File: config.mk
export PLATFORM = sky130hd
export DESIGN_NAME = three_button_gesture_controller
export DESIGN_NICKNAME = d
export VERILOG_FILES = /design/src/rtl/tbgc_pkg.sv /design/src/rtl/three_button_gesture_controller.sv
export SDC_FILE = /design/constraint.sdc
export NUM_CORES = 2
export LEC_CHECK = 0
export BUFFER_PORTS_ARGS = -buffer_cell sky130_fd_sc_hd__buf_2
export CAP_MARGIN = 20
export CORE_UTILIZATION = 60
export CTS_CLUSTER_SIZE = 40
export DETAILED_ROUTE_END_ITERATION = 7
export PLACE_DENSITY = 0.83
export SYNTH_ARGS = -nofsm -noshare
export SYNTH_HDL_FRONTEND = slang
export SYNTH_SLANG_ARGS = --single-unit
File: constraint.sdc
create_clock -name clock -period 28.4 [get_ports clock]
set_input_delay 8.52 -clock clock [delete_from_list [all_inputs] [get_ports clock]]
set_output_delay 8.52 -clock clock [all_outputs]
set_load 0.02 [all_outputs]
File: src/rtl/tbgc_pkg.sv
// ----------------------------------------------------------------------------
// tbgc_pkg
// Shared types and constants of the three-button gesture controller:
// register indexes, register reset values, action and player state codes.
// ----------------------------------------------------------------------------
`default_nettype none

package tbgc_pkg;

   localparam int TimeWidthDefault   = 63;
   localparam int MaxStationsDefault = 8;

   localparam int CsrIndexWidth = 3;
   localparam int CsrDataWidth  = 24;
   localparam int TimeCfgWidth  = 24;
   localparam int StepCfgWidth  = 8;
   localparam int CountWidth    = 4;
   localparam int StationWidth  = 3;
   localparam int StepWidth     = 9;
   localparam int PlayerWidth   = 3;

   typedef enum logic [CsrIndexWidth-1:0] {
      CSR_LONG_PRESS      = 3'd0,
      CSR_REPEAT_DELAY    = 3'd1,
      CSR_REPEAT_INTERVAL = 3'd2,
      CSR_IDLE_EXIT       = 3'd3,
      CSR_COARSE_STEP     = 3'd4,
      CSR_FINE_STEP       = 3'd5,
      CSR_STATION_COUNT   = 3'd6
   } csr_index_type;

   typedef enum logic [1:0] {
      ACT_NONE  = 2'd0,
      ACT_START = 2'd1,
      ACT_STOP  = 2'd2
   } action_type;

   localparam logic [PlayerWidth-1:0] PLAYER_STOPPED = 3'd0;
   localparam logic [PlayerWidth-1:0] PLAYER_ERROR   = 3'd4;

   localparam logic [TimeCfgWidth-1:0] LongPressReset      = 24'd600000;
   localparam logic [TimeCfgWidth-1:0] RepeatDelayReset    = 24'd400000;
   localparam logic [TimeCfgWidth-1:0] RepeatIntervalReset = 24'd120000;
   localparam logic [TimeCfgWidth-1:0] IdleExitReset       = 24'd5000000;
   localparam logic [StepCfgWidth-1:0] CoarseStepReset     = 8'd16;
   localparam logic [StepCfgWidth-1:0] FineStepReset       = 8'd8;
   localparam logic [CountWidth-1:0]   StationCountReset   = 4'd5;

   localparam logic [StepCfgWidth-1:0] StepLimit = 8'd128;

   function automatic logic [StepCfgWidth-1:0] sat_step(input logic [StepCfgWidth-1:0] v);
      sat_step = (v > StepLimit) ? StepLimit : v;
   endfunction

endpackage

`default_nettype wire

File: src/rtl/three_button_gesture_controller.sv
// ----------------------------------------------------------------------------
// three_button_gesture_controller
// Turns button poll samples into play/stop actions, volume step requests and
// station moves, with long-press volume mode, auto-repeat and idle exit.
// ----------------------------------------------------------------------------
// Usage:
//   req_* carries one poll sample per beat (timestamp, three button levels,
//   player state); rsp_* carries exactly one result beat per sample.
//   Both channels use valid/stall; a beat moves when valid is high and stall
//   is low. csr_we writes csr_wdata to register csr_index; indexes beyond
//   the register list are dropped. Write registers only
//   while no sample is in flight.
//   Latency: the result of a sample is on rsp_* the cycle after its req
//   beat. Throughput: one sample per cycle while the receiver does not stall,
//   set by the single output register stage behind the gesture logic.
//   A stalled result holds its register; req_stall rises only while a result
//   waits and the receiver stalls, so a new sample is taken in the same
//   cycle the waiting result leaves.
//   Reset (synchronous, active high) clears button history, timestamps,
//   volume mode and the station index, and loads the register defaults.
// ----------------------------------------------------------------------------
`default_nettype none

module three_button_gesture_controller #(
   parameter int TIME_WIDTH   = tbgc_pkg::TimeWidthDefault,
   parameter int MAX_STATIONS = tbgc_pkg::MaxStationsDefault
) (
   input  wire logic                                  clock,
   input  wire logic                                  reset,
   input  wire logic                                  csr_we,
   input  wire logic [tbgc_pkg::CsrIndexWidth-1:0]    csr_index,
   input  wire logic [tbgc_pkg::CsrDataWidth-1:0]     csr_wdata,
   input  wire logic                                  req_valid,
   output logic                                       req_stall,
   input  wire logic [TIME_WIDTH-1:0]                 req_now_us,
   input  wire logic                                  req_left_pressed,
   input  wire logic                                  req_middle_pressed,
   input  wire logic                                  req_right_pressed,
   input  wire logic [tbgc_pkg::PlayerWidth-1:0]      req_player_state,
   output logic                                       rsp_valid,
   input  wire logic                                  rsp_stall,
   output logic [1:0]                                 rsp_action,
   output logic signed [tbgc_pkg::StepWidth-1:0]      rsp_volume_step,
   output logic [tbgc_pkg::StationWidth-1:0]          rsp_station,
   output logic                                       rsp_volume_mode,
   output logic                                       rsp_station_changed
);

   import tbgc_pkg::*;

   localparam int CountMax = (1 << CountWidth) - 1;
   localparam logic [CountWidth-1:0] MaxCount =
      CountWidth'((MAX_STATIONS > CountMax) ? CountMax : MAX_STATIONS);
   localparam int IdxWidth = (MAX_STATIONS > CountMax) ? CountWidth : $clog2(MAX_STATIONS);
   localparam int SumWidth = CountWidth + 1;

   // configuration
   logic [TimeCfgWidth-1:0] long_press_ff, repeat_delay_ff, repeat_interval_ff, idle_exit_ff;
   logic [StepCfgWidth-1:0] coarse_step_ff, fine_step_ff;
   logic [CountWidth-1:0]   station_count_ff;

   // gesture state
   logic                  left_prev_ff, middle_prev_ff, right_prev_ff;
   logic                  long_fired_ff, volume_mode_ff;
   logic [TIME_WIDTH-1:0] middle_down_ff, last_activity_ff, left_down_ff;
   logic [TIME_WIDTH-1:0] right_down_ff, last_repeat_ff;
   logic [IdxWidth-1:0]   station_ff;

   logic                  long_fired_in, volume_mode_in;
   logic [TIME_WIDTH-1:0] middle_down_in, last_activity_in, left_down_in;
   logic [TIME_WIDTH-1:0] right_down_in, last_repeat_in;
   logic [IdxWidth-1:0]   station_in;

   // result register
   logic                        rsp_valid_ff;
   logic [1:0]                  rsp_action_ff, rsp_action_in;
   logic signed [StepWidth-1:0] rsp_step_ff, rsp_step_in;
   logic [StationWidth-1:0]     rsp_station_ff, rsp_station_in;
   logic                        rsp_mode_ff, rsp_mode_in;
   logic                        rsp_changed_ff, rsp_changed_in;

   logic accept;

   assign req_stall = rsp_valid_ff & rsp_stall;
   assign accept    = req_valid & ~req_stall;

   // --- gesture logic ---
   logic                    m_edge, l_edge, r_edge, lf_eff, long_hit, lf_new, rel;
   logic                    vm_a, vm_b, act_mid, any_lr, rep_hit, step_nz, activity, idle_hit;
   logic [TIME_WIDTH-1:0]   md_el, down_el, rep_el, idle_el;
   logic [StepCfgWidth-1:0] coarse_mag, fine_mag;
   logic signed [StepWidth-1:0] coarse_val, step_val;
   action_type              action;
   logic [CountWidth-1:0]   cnt_eff, addend;
   logic [SumWidth-1:0]     sum, rem;
   logic [IdxWidth+StationWidth-1:0] station_ext;

   always_comb begin
      m_edge  = req_middle_pressed & ~middle_prev_ff;
      l_edge  = req_left_pressed & ~left_prev_ff;
      r_edge  = req_right_pressed & ~right_prev_ff;

      lf_eff   = m_edge ? 1'b0 : long_fired_ff;
      md_el    = m_edge ? '0 : (req_now_us - middle_down_ff);
      long_hit = req_middle_pressed & ~lf_eff & (md_el > TIME_WIDTH'(long_press_ff));
      lf_new   = lf_eff | long_hit;
      vm_a     = volume_mode_ff ^ long_hit;
      rel      = ~req_middle_pressed & middle_prev_ff & ~lf_new;

      action = ACT_NONE;
      vm_b   = vm_a;
      if (rel) begin
         if (vm_a) begin
            vm_b = 1'b0;
         end else if (req_player_state == PLAYER_STOPPED ||
                      req_player_state == PLAYER_ERROR) begin
            action = ACT_START;
         end else begin
            action = ACT_STOP;
         end
      end
      act_mid = long_hit | rel;

      // volume mode
      coarse_mag = sat_step(coarse_step_ff);
      fine_mag   = sat_step(fine_step_ff);
      coarse_val = '0;
      if (r_edge) begin
         coarse_val = $signed({1'b0, coarse_mag});
      end else if (l_edge) begin
         coarse_val = -$signed({1'b0, coarse_mag});
      end
      any_lr = req_left_pressed | req_right_pressed;
      if (req_left_pressed) begin
         down_el = l_edge ? '0 : (req_now_us - left_down_ff);
      end else begin
         down_el = r_edge ? '0 : (req_now_us - right_down_ff);
      end
      rep_el  = req_now_us - last_repeat_ff;
      rep_hit = vm_b & (coarse_val == '0) & any_lr
                & (down_el > TIME_WIDTH'(repeat_delay_ff))
                & (rep_el > TIME_WIDTH'(repeat_interval_ff));
      step_val = coarse_val;
      if (rep_hit) begin
         step_val = req_left_pressed ? -$signed({1'b0, fine_mag})
                                     :  $signed({1'b0, fine_mag});
      end
      if (!vm_b) begin
         step_val = '0;
      end
      step_nz  = (step_val != '0);
      activity = act_mid | step_nz;
      idle_el  = activity ? '0 : (req_now_us - last_activity_ff);
      idle_hit = vm_b & (idle_el > TIME_WIDTH'(idle_exit_ff));

      // station move: restoring remainder over the narrow sum
      if (station_count_ff == '0) begin
         cnt_eff = CountWidth'(1);
      end else if (station_count_ff > MaxCount) begin
         cnt_eff = MaxCount;
      end else begin
         cnt_eff = station_count_ff;
      end
      addend = r_edge ? CountWidth'(1) : (cnt_eff - CountWidth'(1));
      sum    = SumWidth'(station_ff) + SumWidth'(addend);
      rem    = '0;
      for (int i = SumWidth - 1; i >= 0; i--) begin
         rem = {rem[SumWidth-2:0], sum[i]};
         if (rem >= SumWidth'(cnt_eff)) begin
            rem = rem - SumWidth'(cnt_eff);
         end
      end

      station_in     = station_ff;
      rsp_changed_in = 1'b0;
      if (!vm_b && (l_edge || r_edge)) begin
         station_in     = IdxWidth'(rem);
         rsp_changed_in = 1'b1;
         action         = ACT_START;
      end

      long_fired_in    = lf_new;
      volume_mode_in   = vm_b & ~idle_hit;
      middle_down_in   = m_edge ? req_now_us : middle_down_ff;
      left_down_in     = l_edge ? req_now_us : left_down_ff;
      right_down_in    = r_edge ? req_now_us : right_down_ff;
      last_repeat_in   = rep_hit ? req_now_us : last_repeat_ff;
      last_activity_in = activity ? req_now_us : last_activity_ff;

      station_ext    = {{StationWidth{1'b0}}, station_in};
      rsp_action_in  = action;
      rsp_step_in    = step_val;
      rsp_station_in = station_ext[StationWidth-1:0];
      rsp_mode_in    = volume_mode_in;
   end

   // --- configuration registers ---
   always_ff @(posedge clock) begin
      if (reset) begin
         long_press_ff      <= LongPressReset;
         repeat_delay_ff    <= RepeatDelayReset;
         repeat_interval_ff <= RepeatIntervalReset;
         idle_exit_ff       <= IdleExitReset;
         coarse_step_ff     <= CoarseStepReset;
         fine_step_ff       <= FineStepReset;
         station_count_ff   <= StationCountReset;
      end else if (csr_we) begin
         case (csr_index)
            CSR_LONG_PRESS:      long_press_ff      <= csr_wdata[TimeCfgWidth-1:0];
            CSR_REPEAT_DELAY:    repeat_delay_ff    <= csr_wdata[TimeCfgWidth-1:0];
            CSR_REPEAT_INTERVAL: repeat_interval_ff <= csr_wdata[TimeCfgWidth-1:0];
            CSR_IDLE_EXIT:       idle_exit_ff       <= csr_wdata[TimeCfgWidth-1:0];
            CSR_COARSE_STEP:     coarse_step_ff     <= csr_wdata[StepCfgWidth-1:0];
            CSR_FINE_STEP:       fine_step_ff       <= csr_wdata[StepCfgWidth-1:0];
            CSR_STATION_COUNT:   station_count_ff   <= csr_wdata[CountWidth-1:0];
            default: ;
         endcase
      end
   end

   // --- gesture state, advance on each accepted sample ---
   always_ff @(posedge clock) begin
      if (reset) begin
         left_prev_ff     <= 1'b0;
         middle_prev_ff   <= 1'b0;
         right_prev_ff    <= 1'b0;
         long_fired_ff    <= 1'b0;
         volume_mode_ff   <= 1'b0;
         middle_down_ff   <= '0;
         last_activity_ff <= '0;
         left_down_ff     <= '0;
         right_down_ff    <= '0;
         last_repeat_ff   <= '0;
         station_ff       <= '0;
      end else if (accept) begin
         left_prev_ff     <= req_left_pressed;
         middle_prev_ff   <= req_middle_pressed;
         right_prev_ff    <= req_right_pressed;
         long_fired_ff    <= long_fired_in;
         volume_mode_ff   <= volume_mode_in;
         middle_down_ff   <= middle_down_in;
         last_activity_ff <= last_activity_in;
         left_down_ff     <= left_down_in;
         right_down_ff    <= right_down_in;
         last_repeat_ff   <= last_repeat_in;
         station_ff       <= station_in;
      end
   end

   // --- result register, hold while stalled ---
   always_ff @(posedge clock) begin
      if (reset) begin
         rsp_valid_ff <= 1'b0;
      end else if (accept) begin
         rsp_valid_ff <= 1'b1;
      end else if (!rsp_stall) begin
         rsp_valid_ff <= 1'b0;
      end
   end

   always_ff @(posedge clock) begin
      if (accept) begin
         rsp_action_ff  <= rsp_action_in;
         rsp_step_ff    <= rsp_step_in;
         rsp_station_ff <= rsp_station_in;
         rsp_mode_ff    <= rsp_mode_in;
         rsp_changed_ff <= rsp_changed_in;
      end
   end

   assign rsp_valid           = rsp_valid_ff;
   assign rsp_action          = rsp_action_ff;
   assign rsp_volume_step     = rsp_step_ff;
   assign rsp_station         = rsp_station_ff;
   assign rsp_volume_mode     = rsp_mode_ff;
   assign rsp_station_changed = rsp_changed_ff;

endmodule

`default_nettype wire

==> summary.md <==
| Metric | Value |
|---|---|
| Status | `finished, final reports clean` |
| Critical Path Fanout Max | `20` |
| Flop pwr share | `30.8%` |
| First drt pass iteration count | `6` |
| First-pass GRT wire length | `between 200000 and 250000 µm` |
| Synth top area share | `between 20% and 30%` |
| Worst endpoint required time | `between 20 and 30 ns` |
| Final #Nets | `~6300` |
| Post-detail-place hpwl | `between 100000 and 150000 µm` |
| Finished Cell Area | `44600 µm²` |
| DRC Markers | `0` |
| Max Slew Vio Count | `0` |
| Comb pwr share | `between 30% and 40%` |
| Synth Net Count | `between 6000 and 7000` |
| Setup TNS Final | `0 ns` |
| Async set-reset flop share out of synthesis | `0%` |
| Worst R2R Path Depth | `44` |
| Resize count post-CTS | `0` |
| Unrepaired setup endpoints after global routing | `false` |
| Port bufs | `roughly 120` |
| Worst skew pair latency | `0.65 ns` |
| Vias per inst | `~6.3` |
| Die area | `between 70000 and 80000 µm²` |
| CTS H-tree depth | `2` |
| Filler cell count | `approximately 6400` |
| Synthesized flop and latch total | `approximately 460` |
| GRT Total Usage | `between 30 and 40%` |
| Die X | `~270 µm` |
| Startpoint Class | `input pin` |
| Cell mode on critical path | `o21ai_0` |
| Synth Warn # | `0` |
| HP Class | `register to register` |
| Post-synth top area cell | `dfxtp_1` |
| Worst R2R Start | `last_repeat_ff[1]` |
| Top post-synthesis cells by area | `dfxtp_1 (21%), ha_1 (13%), a21oi_1 (8.6%)` |
| Slowest cell on the critical path | `nor4_1` |
| Tmin final | `~18 ns` |
| Top Ports | `between 100 and 150` |
| Slew @ Worst Pin | `1.22 ns` |
| Netlist Area Pre-Place | `approximately 42000 µm²` |
| Setup crit start | `req_now_us[0]` |
| Core Area | `68800 µm²` |
| Starting density of the core | `60.9%` |
| Syn avg cell area | `around 7 µm²` |
| Wire length per cell | `roughly 20 µm` |
| Commonest non-fill, non-tap cell in the layout | `nand2_1` |
| Final Setup Violations | `0` |
| Design Power | `2.24 mW` |
| Max-Cap Viols | `0` |
| Largest net degree at the start of global routing | `around 140` |
| Area Growth Syn to Fin | `6.52%` |
| Final Util | `approximately two thirds` |
| Setup ws final | `between 10 and 15 ns` |
| Final Hold Fails | `0` |
| Lkg Pwr | `between 15 and 20 nW` |
| Synth cell types | `98` |
| Placed cells | `6674` |
| Placed cell area | `about 43000 µm²` |
| Worst r2r dst | `rsp_volume_mode` |
| Cts-stage hold buffer count | `0` |
| P per Cell Area | `between 50 and 60 nW/µm²` |
| Fin crit share | `between 60% and 70%` |
| Most frequent cells in the layout | `nand2_1 (916), a21oi_1 (724), inv_1 (520), nor2_1 (459), dfxtp_1 (440)` |
| Max incr delay on CP | `roughly 1.0 ns` |
| Switching share of power | `about 37%` |
| DR iter-0 viols | `4045` |
| CTS tree | `built` |
| Detailed Route WL | `between 100000 and 150000 µm` |
| Post-CTS Setup Inserts | `0` |
| Cells after Synth | `around 5900` |
| Post-synth EDFFs | `16` |
| Clock skew | `~0.036 ns` |
| Crit end category | `register` |
| Via count | `between 40000 and 50000` |
| Register area share after synthesis | `approximately 22%` |
| CTS Sinks | `456` |
| Root buf cell | `clkbuf_16` |
| Total grt overflow | `0` |
| Initial antenna violation count | `2` |
| Non-filler instance count after layout | `6784` |
| Dominant synthesized flop cell | `dfxtp_1` |
| Critical path class | `input pin to register` |
| Worst path arrival time | `about 18 ns` |
| Hold Slack | `roughly 0.45 ns` |
| FP Rows | `96` |
| GPL Wtd Cong | `1.00` |
| F_max | `roughly 0.056 GHz` |
| Internal power component | `1.40 mW` |
| Peak VDD IR | `around 0.000054 V` |
| Clk pwr share | `between 30% and 40%` |
| Reg-to-reg slack, setup | `18.69 ns` |
| Hold Path Stages | `2` |
| Total clock buffers created by CTS | `55` |
| Psw | `approximately 840 µW` |
| Vias in the first global route | `39290` |
| Slew headroom | `between 10% and 20%` |
| Final ANT Viol Nets | `0` |
| Worst slack, placed | `slightly above 10 ns` |
| CTS max path bufs | `3` |
| Clk slew on worst S/H paths | `about 0.060 ns` |
| Layout cells sized above 1 | `around 5.6%` |
| Hold endpoint | `middle_down_ff[41]` |
| Worst min-delay path startpoint | `middle_down_ff[41]` |
| DIE HEIGHT | `about 270 µm` |
==> cells in the mapped netlist (all sizes together), types with 18 or more instances <==
cell,n
and2,35
nand3,115
o21ai,250
nor3,100
a21o,169
mux2i,155
o21bai,67
a211o,38
o22ai,37
a21oi,727
nand3b,23
nand2,919
nand2b,44
a21boi,18
ha,429
o21a,65
nor2b,44
nand4,124
dfxtp,440
nor4,66
xor2,86
and3,24
o31ai,27
a31oi,42
o211ai,33
a211oi,54
inv,521
clkbuf,239
xnor2,140
buf,37
or3,27
nor2,463
==> flip-flops by register name (all words and copies together), names as in the netlist <==
register             flops
coarse_step_ff           8
fine_step_ff             8
idle_exit_ff            24
last_activity_ff        63
last_repeat_ff          63
left_down_ff            63
left_prev_ff             1
long_fired_ff            1
long_press_ff           24
middle_down_ff          63
middle_prev_ff           1
repeat_delay_ff         24
repeat_interval_ff      24
right_down_ff           63
right_prev_ff            1
rsp_action               2
rsp_station              3
rsp_station_changed      1
rsp_valid                1
rsp_volume_mode          1
rsp_volume_step          9
station_count_ff         4
station_ff               3
volume_mode_ff           1
==> area by class of cell <==
class                      instances  area, µm²  area share (%)
antenna                            4       10.0          0.0224
clock buffer                      67       1500            3.36
clock inverter                    37        382           0.855
inverter                         521       1960            4.38
multi-input combinational       4619      29500            66.1
sequential                       456       9290            20.8
tap                              931       1160            2.61
timing repair buffer             149        841            1.88
==> worst max path at each step <==
stage                           end  slack [ns]  depth (start not counted)
finish              rsp_volume_mode       10.53                         44
CTS                       req_stall       10.87                          4
detailed placement  rsp_volume_mode       10.26                         44
global placement    rsp_volume_mode       10.32                         44
global route        rsp_volume_mode       10.20                         44
floorplan                 req_stall       11.13                          2
==> metal layers <==
metal,global-route usage [%],vias up,wire (µm),share of wire [%]
met5,0,-,0,0
met4,17.0,0,6630,4.9
met3,4.77,335,11200,8.3
met2,60.2,1692,60000,44
met1,48.4,19978,57200,42
li1,-,20638,-,-
==> power groups by stage <==
stage               logic [mW]  clock network [mW]  registers (mW)
floorplan                0.587                   0           0.706
global placement         0.783                   0           0.703
detailed placement       0.794                   0           0.704
CTS                      0.799               0.744           0.690
global route             0.892               0.770           0.694
finish                   0.817               0.734           0.691
==> cells by family after synthesis <==
| group | synth area share [%] |
|---|---|
| simple gates | 22.2 |
| compound gates | 26.0 |
| buf+inv | 7.57 |
| flops | 22.2 |
| fa+ha+maj | 13.3 |
| xor+xnor | 4.73 |
| mux | 4.05 |
| other cells | 0.00895 |
==> critical path, delay by kind of cell <==
family	cells	cell delay, ns
compound gates	16	3.00
fa+ha+maj	4	1.21
simple gates	18	4.25
buf+inv	5	1.10
xor+xnor	1	0.25
Note: power is estimated with default switching activity, not from simulation.
